[src/rtl/kce_pkg.sv]
// ----------------------------------------------------------------------------
// kce_pkg - shared types and constants of the keyframe curve evaluator
// Key record, sequencer states, register indexes, curve and clamp codes.
// ----------------------------------------------------------------------------
package kce_pkg;

    localparam int MAX_KEYS  = 64;
    localparam int KEY_IDX_W = $clog2(MAX_KEYS);
    localparam int KEY_CNT_W = $clog2(MAX_KEYS + 1);

    // Fraction bits of the segment parameter t
    localparam int T_FRAC    = 30;
    localparam int DIV_CNT_W = $clog2(T_FRAC);

    // Stream and configuration widths
    localparam int S_TDATA_W  = 136;
    localparam int CFG_IDX_W  = 2;
    localparam int CFG_DATA_W = 7;

    localparam logic [CFG_IDX_W-1:0] CFG_KEY_COUNT    = 2'd0;
    localparam logic [CFG_IDX_W-1:0] CFG_CURVE_KIND   = 2'd1;
    localparam logic [CFG_IDX_W-1:0] CFG_OUTPUT_CLAMP = 2'd2;

    localparam logic ACT_WRITE = 1'b0;
    localparam logic ACT_EVAL  = 1'b1;

    localparam logic [1:0] KIND_STEP    = 2'd1;
    localparam logic [1:0] KIND_HERMITE = 2'd2;

    localparam logic [1:0] CLAMP_U8  = 2'd1;
    localparam logic [1:0] CLAMP_S11 = 2'd2;

    typedef struct packed {
        logic signed [31:0] frame;
        logic signed [31:0] value;
        logic signed [31:0] slope;
    } t_key;

    typedef enum logic [3:0] {
        S_IDLE,
        S_SCAN,
        S_DECIDE,
        S_DIV,
        S_T2,
        S_T3,
        S_H,
        S_M1,
        S_M2,
        S_M3,
        S_M4,
        S_M5,
        S_M6,
        S_SUM,
        S_FIN
    } t_state;

endpackage

[src/rtl/kce_divider.sv]
// ----------------------------------------------------------------------------
// kce_divider - restoring divider for the segment parameter
// Computes (num << T_FRAC) / den for num < den, one quotient bit a cycle.
// ----------------------------------------------------------------------------
module kce_divider (
    input  logic                       i_clk,
    input  logic                       i_rst_n,
    input  logic                       i_start,
    input  logic [31:0]                i_num,
    input  logic [31:0]                i_den,
    output logic                       o_busy,
    output logic                       o_done,
    output logic [kce_pkg::T_FRAC-1:0] o_quot
);
    import kce_pkg::*;

    logic [31:0]          r_rem;
    logic [31:0]          r_den;
    logic [T_FRAC-1:0]    r_quot;
    logic [DIV_CNT_W-1:0] r_cnt;
    logic                 r_busy;
    logic                 r_done;
    logic [32:0]          w_shl;
    logic [32:0]          w_diff;
    logic                 w_fit;

    assign w_shl  = {r_rem, 1'b0};
    assign w_diff = w_shl - {1'b0, r_den};
    assign w_fit  = (w_shl >= {1'b0, r_den});

    always_ff @(posedge i_clk) begin
        if (!i_rst_n) begin
            r_busy <= 1'b0;
            r_done <= 1'b0;
            r_cnt  <= '0;
        end else begin
            r_done <= 1'b0;
            if (i_start) begin
                r_busy <= 1'b1;
                r_cnt  <= '0;
            end else if (r_busy) begin
                r_cnt <= r_cnt + 1'b1;
                if (r_cnt == DIV_CNT_W'(T_FRAC - 1)) begin
                    r_busy <= 1'b0;
                    r_done <= 1'b1;
                end
            end
        end
    end

    // Partial remainder stays below the divisor, so it fits 32 bits
    always_ff @(posedge i_clk) begin
        if (i_start) begin
            r_rem <= i_num;
            r_den <= i_den;
        end else if (r_busy) begin
            r_rem  <= w_fit ? w_diff[31:0] : w_shl[31:0];
            r_quot <= {r_quot[T_FRAC-2:0], w_fit};
        end
    end

    assign o_busy = r_busy;
    assign o_done = r_done;
    assign o_quot = r_quot;

endmodule

[config.mk]
export PLATFORM = sky130hd
export DESIGN_NAME = kce_divider
export DESIGN_NICKNAME = d
export VERILOG_FILES = /design/src/rtl/kce_pkg.sv /design/src/rtl/kce_divider.sv
export SDC_FILE = /design/constraint.sdc
export NUM_CORES = 1
export LEC_CHECK = 0
export BUFFER_PORTS_ARGS = -buffer_cell sky130_fd_sc_hd__buf_2
export CAP_MARGIN = 5
export CORE_MARGIN = 1.5
export CORE_UTILIZATION = 52
export DETAILED_ROUTE_END_ITERATION = 8
export HOLD_SLACK_MARGIN = 0.08
export PLACE_DENSITY_LB_ADDON = 0.08
export SYNTH_ARGS = -nofsm -noshare
export SYNTH_HDL_FRONTEND = slang
export SYNTH_SLANG_ARGS = --single-unit
[constraint.sdc]
create_clock -name i_clk -period 3.05 [get_ports i_clk]
set_clock_uncertainty 0.1 [all_clocks]
set_input_delay 0.4575 -clock i_clk [delete_from_list [all_inputs] [get_ports i_clk]]
set_output_delay 0.4575 -clock i_clk [all_outputs]
set_load 0.005 [all_outputs]
==> impl_metrics.toml <==
[critical_path]
worstPathCellList = "ha_4 -> nand2_2 -> o21a_1 -> nor2b_4 -> a2111oi_4 -> o21ai_2 -> a21o_4 -> clkinv_8 -> mux2_2 -> mux2_2"
required_ns = 3.06
critPathLaunchType = "flip-flop"
cp.arrival_ns = 2.99
crit_type = "reg -> reg"
slowest_stage = "edfxtp_1"
cp_slowest_stage_delay_ns = 0.48
cp_max_fo = 10
cpLargestDelayFamily = "compound AO/OA/AOI/OAI gates"
path_buf_inv = 1
cp-end-kind = "flip-flop"
path_common_cell = "mux2_2"

[sta]
holdWs_ns = 0.169
hold_violations = 0
maxSlewViolCount = 0
fin_ws_ns = 0.0668
fin_tns_setup_ns = 0
fin_crit_ns = 2.98
worstMarginPinSlew_ns = 0.502
slew_headroom = 0.666
rsz0062_at_grt = "yes"
setup_viol = 0
fin_crit_sh = 0.978
max_clock_freq_mhz = 335

[clock_network]
clkLatencyLatePin_ns = 0.36
postCtsHoldBufs = 0
clk_path_buf_depth = 2
cts_buffers = 9
cts.clk_slew.worst_paths_ns = 0.07
h-tree-depth = 3
cts_tree = "yes"
cts_root_buf = "clkbuf_16"
cts_sinks = 101

[cells_and_area]
nFillCells = 917
instances_no_fill = 815
multi_input_area_um2 = 2920
layout.cells.most_common = "buf_2"
final_area_um2 = 7460
layout-drive-gt1-share = 0.351
regArea_um2 = 2960
area_growth_pct = 23.7
diodes = 0
final_nets = 769
most-common-layout-cells = "buf_2 (97), edfxtp_1 (94), buf_4 (48)"

[routing]
routedWlPerCell_um = 16.8
wirelength_um = 13700
drc = 0
drt_pre_antenna_iters = 5
dr_total_vias = 4514
vias_per_cell = 5.54
drt_iter0_drc = 287
drtAntennaViolNets = 0

[synthesis]
synth_top_cell_by_area = "edfxtp_1"
synth_async_sr_flop_share = 0
syn_nets = 629
yosys.area.top_type_share = 0.468
syn_area_per_cell_um2 = 11.5
yosys_warnings = 0
syn_inst = 527
synth-edff-count = 94
synth-main-ff-cell = "edfxtp_1"
yosysUniqueCellTypes = 73
synthesis.area_um2 = 6030
synth_seq_cells = 101
ys_seq_area_frac = 0.491
synthTopCellsByArea = "edfxtp_1 (47%), ha_1 (7.0%), a21oi_1 (3.6%), mux2_4 (3.2%), mux2_2 (3.0%)"

[floorplanning]
die_h_um = 111
die_w_um = 111
die_area_um2 = 12300
rows = 39
io_pins = 99
core_area_um2 = 11400
initial_core_util = 0.531

[place]
dpl.hpwl_um = 9870
gp_congestion = 0.911
postPlaceCellArea_um2 = 6930
io_buffers = 98
place_inst = 794
dp_slack_ns = -0.0537

[flow_run]
maxCapViolCount = 0

[grt]
grt_util_all_layers = 0.226
grt_max_degree = 50
grt_pass1_vias = 4443
grt_overflow = 0
grt_pass1_wl_um = 22000
antenna_found_initial = 0

[outcome]
outcome = "finished clean"

[pwr]
p_per_area_nw_per_um2 = 931
p_leak_nw = 3.13
vdd_ir_drop_max_mv = 0.833

[worst_hold_path]
hp-class = "in -> reg"
-- final timing paths --
path | startpoint | endpoint | slack, ns | cells after the start
hold reg to reg | o_quot[2] | o_quot[3] | 0.34 | 0
hold / removal | i_den[15] | r_den[15] | 0.17 | 1
setup / recovery | r_rem[15] | r_rem[2] | 0.07 | 10
setup reg to reg | r_rem[15] | r_rem[2] | 0.07 | 10
-- worst register-to-register path: cells and delay by family, from the launching register on --
family	cells	cell delay, ns
flops	1	0.48
buf+inv	1	0.12
simple gates	2	0.21
fa+ha+maj	1	0.34
mux	2	0.59
compound gates	4	0.90
-- layout make-up --
class | count | share of cell area
repair inverters | 1 | 0.00151
clock inverters | 7 | 0.0107
multi-input cells | 364 | 0.391
inverters | 41 | 0.0223
flip-flops and latches | 101 | 0.397
repair buffers | 149 | 0.123
well taps | 143 | 0.0240
clock buffers | 9 | 0.0302
-- cell usage after synthesis, types with 13 or more instances --
library cell	count
nor2_1	22
a21oi_1	44
inv_1	40
o21ai_0	18
mux2_2	16
nand2_1	35
edfxtp_1	94
xnor2_1	17
ha_1	34
a21o_1	17
nor2b_1	14
mux2_4	13
-- through the flow --
| step | total power, mW | util |
|---|---|---|
| finish | 6.95 | 0.656 |
| global route | 7.37 | 0.656 |
| CTS | 6.64 | 0.638 |
| detailed placement | 5.41 | 0.609 |
| global placement | 5.35 | 0.609 |
| floorplan | 4.53 | - |
-- metal layers --
| metal | GRT usage | routed length [µm] | vias to the layer above |
|---|---|---|---|
| li1 | - | - | 2226 |
| met1 | 0.320 | 6620 | 2141 |
| met2 | 0.343 | 6090 | 123 |
| met3 | 0.0503 | 643 | 24 |
| met4 | 0.0803 | 334 | 0 |
| met5 | 0 | 0 | - |
-- sequential cells by signal (all words and copies together) (netlist names) --
signal  cells
o_busy      1
o_done      1
o_quot     30
r_cnt       5
r_den      32
r_rem      32
-- kinds of logic (layout without fill, tap and decap cells) --
| group | count (synthesis) | count (layout) | synth area share |
|---|---|---|---|
| AND/OR/NAND/NOR | 129 | 129 | 0.113 |
| flip-flops | 101 | 101 | 0.491 |
| buffers and inverters | 62 | 207 | 0.0504 |
| XOR/XNOR | 29 | 29 | 0.0421 |
| multiplexers | 31 | 31 | 0.0655 |
| adder cells (fa/ha/maj) | 35 | 35 | 0.0738 |
| AO/OA/AOI/OAI | 140 | 140 | 0.164 |
-- what timing repair did --
item                       in CTS  in global routing
buffers inserted                0                  4
gates cloned                    0                  1
resized for setup               4                 27
setup endpoints to repair      19                 22
pin swaps                       0                  3
-- where the power goes --
part           leakage (nW)  internal [mW]  switching (mW)  total, mW
Combinational          2.01           1.89            1.91       3.80
Sequential            0.970           1.83           0.150       1.98
Clock                 0.148          0.647           0.525       1.17
No activity file was read; power rests on OpenSTA's default activity.
