## src/rtl/kce_pkg.sv

```systemverilog
// ----------------------------------------------------------------------------
// kce_pkg - shared types and constants of the keyframe curve evaluator
// Key record, sequencer states, register indexes, curve and clamp codes.
// ----------------------------------------------------------------------------
package kce_pkg;

    localparam int MAX_KEYS  = 64;
    localparam int KEY_IDX_W = $clog2(MAX_KEYS);
    localparam int KEY_CNT_W = $clog2(MAX_KEYS + 1);

    // Fraction bits of the segment parameter t
    localparam int T_FRAC    = 30;
    localparam int DIV_CNT_W = $clog2(T_FRAC);

    // Stream and configuration widths
    localparam int S_TDATA_W  = 136;
    localparam int CFG_IDX_W  = 2;
    localparam int CFG_DATA_W = 7;

    localparam logic [CFG_IDX_W-1:0] CFG_KEY_COUNT    = 2'd0;
    localparam logic [CFG_IDX_W-1:0] CFG_CURVE_KIND   = 2'd1;
    localparam logic [CFG_IDX_W-1:0] CFG_OUTPUT_CLAMP = 2'd2;

    localparam logic ACT_WRITE = 1'b0;
    localparam logic ACT_EVAL  = 1'b1;

    localparam logic [1:0] KIND_STEP    = 2'd1;
    localparam logic [1:0] KIND_HERMITE = 2'd2;

    localparam logic [1:0] CLAMP_U8  = 2'd1;
    localparam logic [1:0] CLAMP_S11 = 2'd2;

    typedef struct packed {
        logic signed [31:0] frame;
        logic signed [31:0] value;
        logic signed [31:0] slope;
    } t_key;

    typedef enum logic [3:0] {
        S_IDLE,
        S_SCAN,
        S_DECIDE,
        S_DIV,
        S_T2,
        S_T3,
        S_H,
        S_M1,
        S_M2,
        S_M3,
        S_M4,
        S_M5,
        S_M6,
        S_SUM,
        S_FIN
    } t_state;

endpackage

```

## src/rtl/kce_key_cell.sv

```systemverilog
// ----------------------------------------------------------------------------
// kce_key_cell - one key slot of the key ring
// Holds one key; loads a written key or takes its neighbor's key on a shift.
// ----------------------------------------------------------------------------
module kce_key_cell (
    input  logic          i_clk,
    input  logic          i_wr,
    input  kce_pkg::t_key i_wr_key,
    input  logic          i_shift,
    input  kce_pkg::t_key i_next_key,
    output kce_pkg::t_key o_key
);
    import kce_pkg::*;

    t_key r_key;

    always_ff @(posedge i_clk) begin
        if (i_wr) begin
            r_key <= i_wr_key;
        end else if (i_shift) begin
            r_key <= i_next_key;
        end
    end

    assign o_key = r_key;

endmodule

```

## config.mk

```make
export PLATFORM = sky130hd
export DESIGN_NAME = kce_key_cell
export DESIGN_NICKNAME = d
export VERILOG_FILES = /design/src/rtl/kce_pkg.sv /design/src/rtl/kce_key_cell.sv
export SDC_FILE = /design/constraint.sdc
export NUM_CORES = 1
export LEC_CHECK = 0
export BUFFER_PORTS_ARGS = -buffer_cell sky130_fd_sc_hd__buf_2
export CAP_MARGIN = 20
export CORE_AREA = 2 2 112 114
export CTS_CLUSTER_SIZE = 25
export DETAILED_ROUTE_END_ITERATION = 16
export DIE_AREA = 0 0 114 116
export HOLD_SLACK_MARGIN = 0.05
export PLACE_DENSITY = 0.69
export SETUP_SLACK_MARGIN = 0.5
export SLEW_MARGIN = 30
export SYNTH_ARGS = -nofsm -noshare
export SYNTH_HDL_FRONTEND = slang
export SYNTH_SLANG_ARGS = --single-unit
```

## constraint.sdc

```tcl
create_clock -name i_clk -period 7.5 [get_ports i_clk]
set_input_delay 0.375 -clock i_clk [delete_from_list [all_inputs] [get_ports i_clk]]
set_output_delay 0.375 -clock i_clk [all_outputs]
set_load 0.02 [all_outputs]
```

==> results of run 1 <==
==> power by group <==
group / leakage [µW] / internal (µW) / switching, µW
clock: 0.000136 / 253 / 183
combinational: 0.00166 / 118 / 145
sequential: 0.000978 / 659 / 14.7
total: 0.00277 / 1030 / 343
==> per-layer routing <==
layer  GRT usage [%]  vias to the layer above
met3            6.33                       14
li1                -                     1388
met2            26.9                      169
met5               0                        -
met1            15.0                     1314
met4            6.83                        0
==> metrics by stage <==
stage | instance area [µm²] | setup WS [ns] | power [µW]
final | 6020 | 5.58 | 1370
after global placement | 5730 | 5.05 | 947
after CTS | 6020 | 5.53 | 1390
after floorplan | 4170 | 4.14 | 836
after detailed placement | 5740 | 5.15 | 953
after global routing | 6020 | 5.44 | 1430
==> worst paths after layout <==
path  slack, ns  cells after the start         start                  end
max        5.58                      3          i_wr  o_key[95]$_DFFE_PP_
min        0.33                      2  i_wr_key[81]  o_key[81]$_DFFE_PP_
==> cell usage in the layout (no fill, tap or decap), drive strengths merged <==
| master | netlist | layout |
|---|---|---|
| buf | 11 | 292 |
| bufinv | 0 | 1 |
| clkbuf | 0 | 10 |
| clkinv | 0 | 5 |
| diode | 0 | 1 |
| edfxtp | 96 | 96 |
| mux2 | 96 | 96 |
| or2 | 1 | 1 |
==> cell families (layout without fill, tap and decap cells) <==
| kind of cell | Yosys count | count (layout) | synth area share [%] |
|---|---|---|---|
| DFF | 96 | 96 | 69.2 |
| and+or+nand+nor | 1 | 1 | 0.150 |
| muxes | 96 | 96 | 28.6 |
| other | 0 | 1 | 0 |
| buffers and inverters | 11 | 308 | 2.07 |
==> cell type report <==
cell class                 instances  area, µm²  share of cell area, %
multi-input combinational         97       1200                   19.9
tap                              147        184                   3.06
sequential                        96       2880                   47.9
clock inverter                     6       50.0                  0.831
timing repair buffer             292       1470                   24.5
antenna                            1       2.50                 0.0416
clock buffer                      10        229                   3.80
==> impl_table.tex, run 1 <==
\begin{tabular}{lr}
\hline
Metric & Value \\
\hline
\multicolumn{2}{l}{\textbf{Status}} \\
\quad Run status & finished clean \\
\multicolumn{2}{l}{\textbf{Detailed routing}} \\
\quad Via count & 2885 \\
\quad DRC violation count after routing & 0 \\
\quad Met3 wire length & 1130 µm \\
\quad Final Routed Wirelength & 10300 µm \\
\quad Vias per std cell & 4.45 \\
\quad Uppermost signal routing layer after detailed routing & met4 \\
\quad First-pass iteration count of the detailed router & 4 \\
\quad Met1 Routed Length & 3610 µm \\
\quad Average wire per cell in the routed design & 15.9 µm \\
\quad Final antenna-violating net count & 0 \\
\quad First DRT Iteration DRCs & 83 \\
\quad Met2 routed WL & 5380 µm \\
\multicolumn{2}{l}{\textbf{Yosys}} \\
\quad Library cell with the highest instance count after synthesis & sky130\_fd\_sc\_hd\_\_edfxtp\_1 \\
\quad Mapped Cells & 204 \\
\quad Mean instance size in the synthesized netlist & 20.4 µm² \\
\quad Sequential element share of the synthesized area & 69.2\% \\
\quad Cell types with the highest counts after synthesis & sky130\_fd\_sc\_hd\_\_edfxtp\_1, sky130\_fd\_sc\_hd\_\_mux2\_2, sky130\_fd\_sc\_hd\_\_mux2\_4 \\
\quad Proportion of register bits with asynchronous set or reset after synthesis & 0\% \\
\quad Number of flops mapped to enable cells by yosys & 96 \\
\quad Share of the synthesized area in the top cell type & 69.2\% \\
\quad Distinct cells, synth & 6 \\
\quad Most frequently used flop master after synthesis & sky130\_fd\_sc\_hd\_\_edfxtp\_1 \\
\quad Number of synthesized register bits & 96 \\
\quad YS warnings & 0 \\
\quad Synth Cell Area & 4170 µm² \\
\quad Synthesized netlist net count & 399 \\
\quad Cell type with the highest aggregate area in the netlist & sky130\_fd\_sc\_hd\_\_edfxtp\_1 \\
\quad Leading cell types by total area after synthesis & sky130\_fd\_sc\_hd\_\_edfxtp\_1, sky130\_fd\_sc\_hd\_\_mux2\_2, sky130\_fd\_sc\_hd\_\_mux2\_4 \\
\multicolumn{2}{l}{\textbf{Clock tree}} \\
\quad Clock edge transition at the registers on the reported setup and hold paths & 0.06 ns \\
\quad Cts hold-fix bufs & 0 \\
\quad Num CTS Buffers & 9 \\
\quad Post-CTS setup buffers & 0 \\
\quad Largest buffer count on any clock path & 2 \\
\quad Number of sinks handled by clock tree synthesis & 96 \\
\quad CTS H-Tree Depth & 3 \\
\quad Resized cells post-CTS & 0 \\
\quad CTS tree & done \\
\quad Root cell of the clock tree & sky130\_fd\_sc\_hd\_\_clkbuf\_16 \\
\multicolumn{2}{l}{\textbf{Final layout}} \\
\quad Post-Route Utilization & 50.5\% \\
\quad Area growth from synthesis to layout & 44.5\% \\
\quad Non-Filler Instances & 649 \\
\quad Flip-flop count of the largest register after layout & 96 \\
\quad Fraction of final layout cells with drive strength greater than 1 & 79.8\% \\
\quad Final net count & 691 \\
\quad Fillcell total & 1042 \\
\multicolumn{2}{l}{\textbf{STA}} \\
\quad Final total negative setup slack & 0 ns \\
\quad Worst Hold Slack & 0.334 ns \\
\quad Worst max-slew margin expressed relative to the limit & 42.5\% \\
\quad Pins over their slew limit & 0 \\
\quad Share of the clock period used by the worst path after layout & 25.6\% \\
\quad Maximum operating frequency & 521 MHz \\
\quad RSZ-0062 raised after global routing & no \\
\quad Final critical path time including I/O delays and setup & 1.92 ns \\
\quad Transition time of the tightest slew-check pin & 0.863 ns \\
\quad Number of endpoints with negative hold slack in the final report & 0 \\
\quad Setup violation total in the final timing report & 0 \\
\multicolumn{2}{l}{\textbf{Global route}} \\
\quad Overall overflow remaining after global route & 0 \\
\quad Vias in the first global route & 2909 \\
\quad Initial antenna violation count & 1 \\
\quad Overall track demand over capacity in global routing & 14.9\% \\
\quad Global-route wire length before repair & 14600 µm \\
\quad Maximum number of pins on one net before global-route repair & 97 \\
\multicolumn{2}{l}{\textbf{Critical path}} \\
\quad Max FO, Critical Path & 54 \\
\quad Worst Setup Path Type & in2reg \\
\quad Category of the worst setup path capture point & register \\
\quad Most frequent cell on the critical path & sky130\_fd\_sc\_hd\_\_buf\_4 \\
\quad Max stage delay on crit path & 0.66 ns \\
\quad Critical path required time & 7.58 ns \\
\quad Critical path startpoint category & primary input \\
\quad Family with the most delay on the worst path & buffers and inverters \\
\quad Number of buffers and inverters on the critical path & 2 \\
\quad Max stage delay cell, worst path & sky130\_fd\_sc\_hd\_\_buf\_4 \\
\quad Cell Chain, Critical Path & buf\_4, buf\_4, mux2\_2 \\
\quad Endpoint arrival time on the critical path & 2.00 ns \\
\multicolumn{2}{l}{\textbf{Job}} \\
\quad Max-cap violations & 0 \\
\multicolumn{2}{l}{\textbf{Floorplan}} \\
\quad Number of cell rows & 40 \\
\quad Starting Density & 35.0\% \\
\quad Floorplan die area & 13200 µm² \\
\quad Chip Height & 116 µm \\
\quad Total core area & 11900 µm² \\
\quad Horizontal die dimension & 114 µm \\
\quad \# IOs & 291 \\
\multicolumn{2}{l}{\textbf{Power and ir drop}} \\
\quad Pwr Density & 228 nW/µm² \\
\quad VDD IR-drop max & 0.0949 mV \\
\quad Leakage & 0.00277 µW \\
\multicolumn{2}{l}{\textbf{Place}} \\
\quad Input/output buffers & 290 \\
\quad HPWL after detailed placement & 7950 µm \\
\quad Routability congestion estimate from global placement & 0.769 \\
\quad Total instance count after detailed placement & 632 \\
\multicolumn{2}{l}{\textbf{Worst hold path}} \\
\quad Worst min-delay path class & in2reg \\
\hline
\end{tabular}
(Power assumes the default switching activity.)
==> run 2, diff against run 1 <==
--- a/config.mk
+++ b/config.mk
@@ -7,12 +7,12 @@
 export LEC_CHECK = 0
 export BUFFER_PORTS_ARGS = -buffer_cell sky130_fd_sc_hd__buf_2
 export CAP_MARGIN = 20
-export CORE_AREA = 2 2 112 114
+export CORE_AREA = 2 2 113 115
 export CTS_CLUSTER_SIZE = 25
 export DETAILED_ROUTE_END_ITERATION = 16
-export DIE_AREA = 0 0 114 116
+export DIE_AREA = 0 0 115 117
 export HOLD_SLACK_MARGIN = 0.05
-export PLACE_DENSITY = 0.69
+export PLACE_DENSITY = 0.71
 export SETUP_SLACK_MARGIN = 0.5
 export SLEW_MARGIN = 30
 export SYNTH_ARGS = -nofsm -noshare
==> constraint.sdc (replaced) <==
create_clock -name i_clk -period 1.6 [get_ports i_clk]
set_input_delay 0.08 -clock i_clk [delete_from_list [all_inputs] [get_ports i_clk]]
set_output_delay 0.08 -clock i_clk [all_outputs]
set_load 0.02 [all_outputs]
==> impl_table.tex, run 2 <==
\begin{tabular}{lr}
\hline
Metric & Value \\
\hline
\multicolumn{2}{l}{\textbf{Status}} \\
\quad Run status & did not finish \\
\quad Fail Step & clock tree synthesis (4\_1\_cts) \\
\quad Error that ended the run & [ERROR RSZ-0060] Max buffer count reached. \\
\multicolumn{2}{l}{\textbf{Floorplan}} \\
\quad Starting Density & 33.8\% (-1.1 points) \\
\quad Number of cell rows & 41 (+2.5\%) \\
\quad \# IOs & 291 (unchanged) \\
\quad Chip Height & 117 µm (+0.86\%) \\
\quad Horizontal die dimension & 115 µm (+0.88\%) \\
\multicolumn{2}{l}{\textbf{Clock tree}} \\
\quad Post-CTS setup buffers & 0 (unchanged) \\
\quad CTS H-Tree Depth & 3 (unchanged) \\
\quad Cts hold-fix bufs & 132 (+132) \\
\quad Resized cells post-CTS & 0 (unchanged) \\
\quad Root cell of the clock tree & sky130\_fd\_sc\_hd\_\_clkbuf\_16 \\
\quad Number of sinks handled by clock tree synthesis & 96 (unchanged) \\
\quad Largest buffer count on any clock path & 2 (unchanged) \\
\quad Num CTS Buffers & 9 (unchanged) \\
\multicolumn{2}{l}{\textbf{Yosys}} \\
\quad Leading cell types by total area after synthesis & sky130\_fd\_sc\_hd\_\_edfxtp\_1, sky130\_fd\_sc\_hd\_\_mux2\_2, sky130\_fd\_sc\_hd\_\_mux2\_4 \\
\quad Share of the synthesized area in the top cell type & 69.2\% (unchanged) \\
\quad Cell type with the highest aggregate area in the netlist & sky130\_fd\_sc\_hd\_\_edfxtp\_1 \\
\quad Synthesized netlist net count & 399 (unchanged) \\
\quad Mean instance size in the synthesized netlist & 20.4 µm² (unchanged) \\
\quad Distinct cells, synth & 6 (unchanged) \\
\quad Library cell with the highest instance count after synthesis & sky130\_fd\_sc\_hd\_\_edfxtp\_1 \\
\quad Synth Cell Area & 4170 µm² (unchanged) \\
\quad Mapped Cells & 204 (unchanged) \\
\quad Post-synthesis adder-cell area fraction & 0\% (unchanged) \\
\quad Post-synthesis simple-gate area fraction & 0.150\% (unchanged) \\
\quad Cell types with the highest counts after synthesis & sky130\_fd\_sc\_hd\_\_edfxtp\_1, sky130\_fd\_sc\_hd\_\_mux2\_2, sky130\_fd\_sc\_hd\_\_mux2\_4 \\
\quad Most frequently used flop master after synthesis & sky130\_fd\_sc\_hd\_\_edfxtp\_1 \\
\quad YS warnings & 0 (unchanged) \\
\quad Largest family of logic cells by synthesized area & multiplexers \\
\quad Fraction of the mapped netlist area in compound gates & 0\% (unchanged) \\
\quad Sequential element share of the synthesized area & 69.2\% (unchanged) \\
\quad Proportion of register bits with asynchronous set or reset after synthesis & 0\% (unchanged) \\
\quad Number of synthesized register bits & 96 (unchanged) \\
\quad Post-synthesis share of cell area spent on xor and xnor gates & 0\% (unchanged) \\
\quad Mux share of post-synthesis cell area & 28.6\% (unchanged) \\
\quad Number of flops mapped to enable cells by yosys & 96 (unchanged) \\
\multicolumn{2}{l}{\textbf{Place}} \\
\quad HPWL after detailed placement & 8000 µm (+0.58\%) \\
\quad Routability congestion estimate from global placement & 0.750 (-2.4\%) \\
\quad Input/output buffers & 290 (unchanged) \\
\quad Total instance count after detailed placement & 639 (+1.1\%) \\
\hline
\end{tabular}
## run 2: cell counts after synthesis
No cell type changed its count.
## run 2: cells by family after synthesis
kind of cell           after synthesis
muxes                               96
and+or+nand+nor                      1
DFF                                 96
buffers and inverters               11
## run 2: through the flow
stage / utilization (%) / setup slack, ns / hold slack [ns] / area (µm²)
2_1_floorplan: - / -0.00248 / 0.297 / 4180
3_3_place_gp: 47.4 / 0.384 / 0.380 / 5830
3_5_place_dp: 47.4 / 0.359 / 0.383 / 5830
==> run 3, diff against run 2 <==
--- a/config.mk
+++ b/config.mk
@@ -7,13 +7,10 @@
 export LEC_CHECK = 0
 export BUFFER_PORTS_ARGS = -buffer_cell sky130_fd_sc_hd__buf_2
 export CAP_MARGIN = 20
-export CORE_AREA = 2 2 113 115
-export CTS_CLUSTER_SIZE = 25
+export CORE_AREA = 2 2 112 114
 export DETAILED_ROUTE_END_ITERATION = 16
-export DIE_AREA = 0 0 115 117
-export HOLD_SLACK_MARGIN = 0.05
-export PLACE_DENSITY = 0.71
-export SETUP_SLACK_MARGIN = 0.5
+export DIE_AREA = 0 0 114 116
+export PLACE_DENSITY_LB_ADDON = 0.15
 export SLEW_MARGIN = 30
 export SYNTH_ARGS = -nofsm -noshare
 export SYNTH_HDL_FRONTEND = slang
==> constraint.sdc (replaced) <==
create_clock -name i_clk -period 2.1 [get_ports i_clk]
set_input_delay 0.105 -clock i_clk [delete_from_list [all_inputs] [get_ports i_clk]]
set_output_delay 0.105 -clock i_clk [all_outputs]
set_load 0.02 [all_outputs]
==> impl_table.tex, run 3 (synthesized netlist as in run 1, its figures left out) <==
\begin{tabular}{lr}
\hline
Metric & Value \\
\hline
\multicolumn{2}{l}{\textbf{Detailed routing}} \\
\quad Via count & 2907 \\
\quad Average wire per cell in the routed design & 15.8 µm \\
\quad Final antenna-violating net count & 0 \\
\quad First DRT Iteration DRCs & 59 \\
\quad First-pass iteration count of the detailed router & 4 \\
\quad Final Routed Wirelength & 10300 µm \\
\quad Vias per std cell & 4.46 \\
\quad DRC violation count after routing & 0 \\
\multicolumn{2}{l}{\textbf{Global route}} \\
\quad Global-route wire length before repair & 14900 µm \\
\quad Overall overflow remaining after global route & 0 \\
\quad Initial antenna violation count & 0 \\
\quad Vias in the first global route & 3020 \\
\quad GR Layer Usage met2 & 27.6\% \\
\quad Maximum number of pins on one net before global-route repair & 52 \\
\quad Routing usage on met3 & 7.27\% \\
\quad Global routing usage on met1 & 15.2\% \\
\quad Overall track demand over capacity in global routing & 15.1\% \\
\quad Global route hottest layer & met2 \\
\multicolumn{2}{l}{\textbf{Final layout}} \\
\quad Area growth from synthesis to layout & 47.0\% \\
\quad Leading cell types in the layout, fill and taps excluded & sky130\_fd\_sc\_hd\_\_buf\_2, sky130\_fd\_sc\_hd\_\_edfxtp\_1, sky130\_fd\_sc\_hd\_\_mux2\_2 \\
\quad Multi-input gate area & 1200 µm² \\
\quad Fraction of final layout cells with drive strength greater than 1 & 80.4\% \\
\quad Number of inserted diodes & 0 \\
\quad Most common cell after layout, fill and taps aside & sky130\_fd\_sc\_hd\_\_buf\_2 \\
\quad Total area of sequential cells & 2880 µm² \\
\quad Fillcell total & 1048 \\
\quad Final net count & 696 \\
\quad Flip-flop count of the largest register after layout & 96 \\
\multicolumn{2}{l}{\textbf{Power and ir drop}} \\
\quad Power share of the sequential group & 47.8\% \\
\quad Leakage & 0.00282 µW \\
\quad Switching share of power & 24.1\% \\
\quad Internal power & 3810 µW \\
\quad Combinational share of power & 18.9\% \\
\quad VDD IR-drop max & 0.451 mV \\
\quad Power share of the clock group & 33.3\% \\
\quad Sw Pwr & 1210 µW \\
\quad Pwr Density & 821 nW/µm² \\
\multicolumn{2}{l}{\textbf{Floorplan}} \\
\quad Number of cell rows & 40 (-2.4\%) \\
\quad Floorplan die area & 13200 µm² \\
\quad \# IOs & 291 (unchanged) \\
\quad Starting Density & 35.0\% (+1.1 points) \\
\quad Chip Height & 116 µm (-0.85\%) \\
\quad Total core area & 11900 µm² \\
\quad Horizontal die dimension & 114 µm (-0.87\%) \\
\multicolumn{2}{l}{\textbf{Critical path}} \\
\quad Max stage delay on crit path & 0.39 ns \\
\quad Number of buffers and inverters on the critical path & 1 \\
\quad Category of the worst setup path capture point & primary output \\
\quad Endpoint arrival time on the critical path & 0.91 ns \\
\quad Max stage delay cell, worst path & sky130\_fd\_sc\_hd\_\_edfxtp\_1 \\
\quad Max FO, Critical Path & 1 \\
\quad Cell Chain, Critical Path & buf\_2 \\
\quad Worst Setup Path Type & reg2out \\
\quad Critical path startpoint category & register \\
\quad Family with the most delay on the worst path & flip-flops \\
\quad Critical path required time & 2.00 ns \\
\multicolumn{2}{l}{\textbf{Clock tree}} \\
\quad Root cell of the clock tree & sky130\_fd\_sc\_hd\_\_clkbuf\_16 \\
\quad Number of sinks handled by clock tree synthesis & 96 (unchanged) \\
\quad Post-CTS setup buffers & 0 (unchanged) \\
\quad Resized cells post-CTS & 0 (unchanged) \\
\quad CTS H-Tree Depth & 3 (unchanged) \\
\quad Num CTS Buffers & 9 (unchanged) \\
\quad CTS tree & done \\
\quad Clock edge transition at the registers on the reported setup and hold paths & 0.07 ns \\
\quad Largest buffer count on any clock path & 2 (unchanged) \\
\quad Cts hold-fix bufs & 0 (-100\%) \\
\multicolumn{2}{l}{\textbf{STA}} \\
\quad Worst Hold Slack & 0.0670 ns \\
\quad Maximum operating frequency & 989 MHz \\
\quad Setup violation total in the final timing report & 0 \\
\quad Final total negative setup slack & 0 ns \\
\quad RSZ-0062 raised after global routing & no \\
\quad Worst max-slew margin expressed relative to the limit & 74.7\% \\
\quad Transition time of the tightest slew-check pin & 0.379 ns \\
\quad Share of the clock period used by the worst path after layout & 48.1\% \\
\quad Pins over their slew limit & 0 \\
\quad Final critical path time including I/O delays and setup & 1.01 ns \\
\quad Number of endpoints with negative hold slack in the final report & 0 \\
\multicolumn{2}{l}{\textbf{Status}} \\
\quad Run status & finished clean \\
\multicolumn{2}{l}{\textbf{Place}} \\
\quad HPWL after detailed placement & 8120 µm (+1.5\%) \\
\quad Routability congestion estimate from global placement & 0.690 (-8.0\%) \\
\quad Input/output buffers & 290 (unchanged) \\
\multicolumn{2}{l}{\textbf{Worst hold path}} \\
\quad Hold Crit Depth & 2 \\
\quad Worst Hold End & o\_key[81]\$\_DFFE\_PP\_ \\
\quad Hold path start & i\_next\_key[81] \\
\quad Worst min-delay path class & in2reg \\
\multicolumn{2}{l}{\textbf{Job}} \\
\quad Max-cap violations & 0 \\
\hline
\end{tabular}
-- run 3: power by group through the flow --
stage          Clock, µW  Sequential, µW  Combinational, µW
5_1_grt             1810            2420               1020
4_1_cts             1730            2410                970
2_1_floorplan          0            2730                248
3_5_place_dp           0            2440                969
3_3_place_gp           0            2440                963
6_report            1680            2400                952
-- run 3: routing by layer --
metal | vias up | share of wire, %
met3 | 9 | 12
met4 | 0 | 1.4
met2 | 177 | 51
li1 | 1397 | -
met5 | - | 0
met1 | 1324 | 36
-- run 3: worst max path at each step --
stage | start | to | slack (ns) | cells past startpoint
floorplan | i_wr | o_key[0]$_DFFE_PP_ | 0.44 | 4
global placement | i_wr | o_key[0]$_DFFE_PP_ | 0.74 | 3
detailed placement | i_wr | o_key[2]$_DFFE_PP_ | 0.73 | 3
CTS | o_key[43]$_DFFE_PP_ | o_key[43] | 1.08 | 1
global route | i_wr | o_key[0]$_DFFE_PP_ | 1.05 | 3
finish | o_key[44]$_DFFE_PP_ | o_key[44] | 1.09 | 1
-- run 3: area by class of cell --
class,count,area share [%]
repair buffers,297,25.4
clock buffers,10,3.74
well taps,147,3.00
multi-input cells,97,19.6
clock inverters,5,1.19
flip-flops and latches,96,47.1
-- run 3: per-stage QoR --
stage | util [%] | instance area, µm² | worst slack (ns) | power (µW) | cells
2_1_floorplan | - | 4170 | 0.442 | 2980 | 204
3_3_place_gp | 48.9 | 5820 | 0.744 | 3400 | 637
3_5_place_dp | 48.9 | 5820 | 0.726 | 3410 | 637
4_1_cts | 51.4 | 6120 | 1.08 | 5110 | 652
5_1_grt | 51.4 | 6120 | 1.05 | 5250 | 652
6_report | 51.4 | 6120 | 1.09 | 5030 | 652
==> run 4, diff against run 3 <==
==> constraint.sdc (replaced) <==
create_clock -name i_clk -period 1 [get_ports i_clk]
set_input_delay 0.05 -clock i_clk [delete_from_list [all_inputs] [get_ports i_clk]]
set_output_delay 0.05 -clock i_clk [all_outputs]
set_load 0.02 [all_outputs]
==> impl_table.tex, run 4 (synthesized netlist as in run 1, its figures left out) <==
\begin{tabular}{lr}
\hline
Metric & Value \\
\hline
\multicolumn{2}{l}{\textbf{STA}} \\
\quad Setup violation total in the final timing report & 0 (unchanged) \\
\quad Final critical path time including I/O delays and setup & 0.957 ns \\
\quad RSZ-0062 raised after global routing & no \\
\quad Maximum operating frequency & 1040 MHz \\
\quad Worst max-slew margin expressed relative to the limit & 83.2\% (+8.4 points) \\
\quad Final total negative setup slack & 0 ns (unchanged) \\
\quad Pins over their slew limit & 0 (unchanged) \\
\quad Share of the clock period used by the worst path after layout & 95.7\% \\
\quad Number of endpoints with negative hold slack in the final report & 0 (unchanged) \\
\quad Transition time of the tightest slew-check pin & 0.253 ns (-0.127 ns) \\
\multicolumn{2}{l}{\textbf{Floorplan}} \\
\quad Chip Height & 116 µm (unchanged) \\
\quad \# IOs & 291 (unchanged) \\
\quad Number of cell rows & 40 (unchanged) \\
\quad Floorplan die area & 13200 µm² (unchanged) \\
\quad Total core area & 11900 µm² (unchanged) \\
\quad Starting Density & 35.0\% (unchanged) \\
\quad Horizontal die dimension & 114 µm (unchanged) \\
\multicolumn{2}{l}{\textbf{Critical path}} \\
\quad Category of the worst setup path capture point & primary output \\
\quad Cell Chain, Critical Path & buf\_2 \\
\quad Family with the most delay on the worst path & flip-flops \\
\quad Critical path required time & 0.95 ns (-1.05 ns) \\
\quad Worst Setup Path Type & reg2out \\
\quad Max stage delay cell, worst path & sky130\_fd\_sc\_hd\_\_edfxtp\_1 \\
\quad Max FO, Critical Path & 1 (unchanged) \\
\quad Critical Path Stages & 1 (unchanged) \\
\quad Max stage delay on crit path & 0.39 ns (about the same) \\
\quad Endpoint arrival time on the critical path & 0.91 ns (about the same) \\
\quad Critical path startpoint category & register \\
\quad Number of buffers and inverters on the critical path & 1 (unchanged) \\
\multicolumn{2}{l}{\textbf{Final layout}} \\
\quad Non-Filler Instances & 663 (+1.7\%) \\
\quad Fraction of final layout cells with drive strength greater than 1 & 80.2\% (-0.16 points) \\
\quad Most common cell after layout, fill and taps aside & sky130\_fd\_sc\_hd\_\_buf\_2 \\
\quad Finished layout cell area & 6180 µm² (+0.96\%) \\
\quad Area growth from synthesis to layout & 48.4\% \\
\quad Leading cell types in the layout, fill and taps excluded & sky130\_fd\_sc\_hd\_\_buf\_2, sky130\_fd\_sc\_hd\_\_edfxtp\_1, sky130\_fd\_sc\_hd\_\_mux2\_2 \\
\quad Final net count & 706 (+1.4\%) \\
\quad Fillcell total & 1036 (-1.1\%) \\
\quad Flip-flop count of the largest register after layout & 96 (unchanged) \\
\quad Number of inserted diodes & 0 (unchanged) \\
\multicolumn{2}{l}{\textbf{Clock tree}} \\
\quad Root cell of the clock tree & sky130\_fd\_sc\_hd\_\_clkbuf\_16 \\
\quad Clock edge transition at the registers on the reported setup and hold paths & 0.07 ns (about the same) \\
\quad Resized cells post-CTS & 0 (unchanged) \\
\quad Post-CTS setup buffers & 0 (unchanged) \\
\quad Largest buffer count on any clock path & 2 (unchanged) \\
\quad CTS H-Tree Depth & 3 (unchanged) \\
\quad CTS tree & done \\
\quad Cts hold-fix bufs & 0 (unchanged) \\
\quad Num CTS Buffers & 9 (unchanged) \\
\quad Number of sinks handled by clock tree synthesis & 96 (unchanged) \\
\multicolumn{2}{l}{\textbf{Place}} \\
\quad Routability congestion estimate from global placement & 0.753 (+9.1\%) \\
\quad Total instance count after detailed placement & 644 (+1.1\%) \\
\quad HPWL after detailed placement & 8450 µm (+4.1\%) \\
\quad Input/output buffers & 290 (unchanged) \\
\quad Placed cell area & 5890 µm² (+1.1\%) \\
\multicolumn{2}{l}{\textbf{Detailed routing}} \\
\quad Final Routed Wirelength & 10500 µm (+1.5\%) \\
\quad First-pass iteration count of the detailed router & 4 (unchanged) \\
\quad Vias per std cell & 4.41 (-1.1\%) \\
\quad DRC violation count after routing & 0 (unchanged) \\
\quad Average wire per cell in the routed design & 15.8 µm (-0.18\%) \\
\quad Via count & 2924 (+0.58\%) \\
\quad First DRT Iteration DRCs & 64 (+8.5\%) \\
\quad Final antenna-violating net count & 0 (unchanged) \\
\multicolumn{2}{l}{\textbf{Status}} \\
\quad Run status & finished clean \\
\multicolumn{2}{l}{\textbf{Job}} \\
\quad Max-cap violations & 0 (unchanged) \\
\multicolumn{2}{l}{\textbf{Global route}} \\
\quad Overall track demand over capacity in global routing & 15.1\% (-0.022 points) \\
\quad Global-route wire length before repair & 14800 µm (-0.64\%) \\
\quad Vias in the first global route & 3023 (+0.099\%) \\
\quad Initial antenna violation count & 0 (unchanged) \\
\quad Overall overflow remaining after global route & 0 (unchanged) \\
\quad Maximum number of pins on one net before global-route repair & 47 (-9.6\%) \\
\multicolumn{2}{l}{\textbf{Worst hold path}} \\
\quad Hold Crit Depth & 2 (unchanged) \\
\quad Worst min-delay path class & in2reg \\
\multicolumn{2}{l}{\textbf{Power and ir drop}} \\
\quad VDD IR-drop max & 0.713 mV (+58\%) \\
\quad Pwr Density & 1640 nW/µm² (+100\%) \\
\quad Leakage & 0.00285 µW (+0.94\%) \\
\hline
\end{tabular}
[run 4: cell types whose count changed in the layout (fill, tap and decap cells not counted), sizes merged]
| cell | delta |
|---|---|
| clkinvlp | +2 |
| buf | +7 |
| clkinv | +1 |
| dlygate4sd3 | +3 |
| bufinv | -2 |
[run 4: area by class of cell]
cell class	instances	area [µm²]	area share (%)
sequential	96	2880	46.6
timing repair buffer	307	1650	26.7
multi-input combinational	97	1200	19.4
clock buffer	10	229	3.70
tap	147	184	2.98
clock inverter	6	36.3	0.587
[run 4: per-layer routing]
metal	share of wire, %	global-route usage, %	vias up
met5	0	0	-
met4	1.7	5.20	0
met3	11	5.96	12
met2	50	27.2	186
met1	37	16.3	1309
li1	-	-	1417
[run 4: metrics by stage]
step | worst slack [ns] | hold slack [ns] | utilization, % | total power, µW
2_1_floorplan | -0.572 | 0.267 | - | 6260
4_1_cts | 0.0313 | 0.00231 | 51.6 | 10300
3_5_place_dp | -0.0909 | 0.354 | 49.4 | 7220
5_1_grt | 0.0103 | 0.00174 | 51.9 | 10600
3_3_place_gp | -0.0720 | 0.350 | 49.4 | 7190
6_report | 0.0425 | 0.0130 | 51.9 | 10100
[run 4: path summary, 6_finish.rpt]
kind | start | to
worst min-delay path | i_next_key[74] | o_key[74]$_DFFE_PP_
worst max-delay path | o_key[2]$_DFFE_PP_ | o_key[2]
[run 4: power by group]
group	total, µW	leakage (µW)	internal (µW)	switching (µW)
combinational	2050	0.00175	946	1110
sequential	5050	0.000978	4940	108
clock	3040	0.000124	1670	1380
total	10100	0.00285	7550	2590
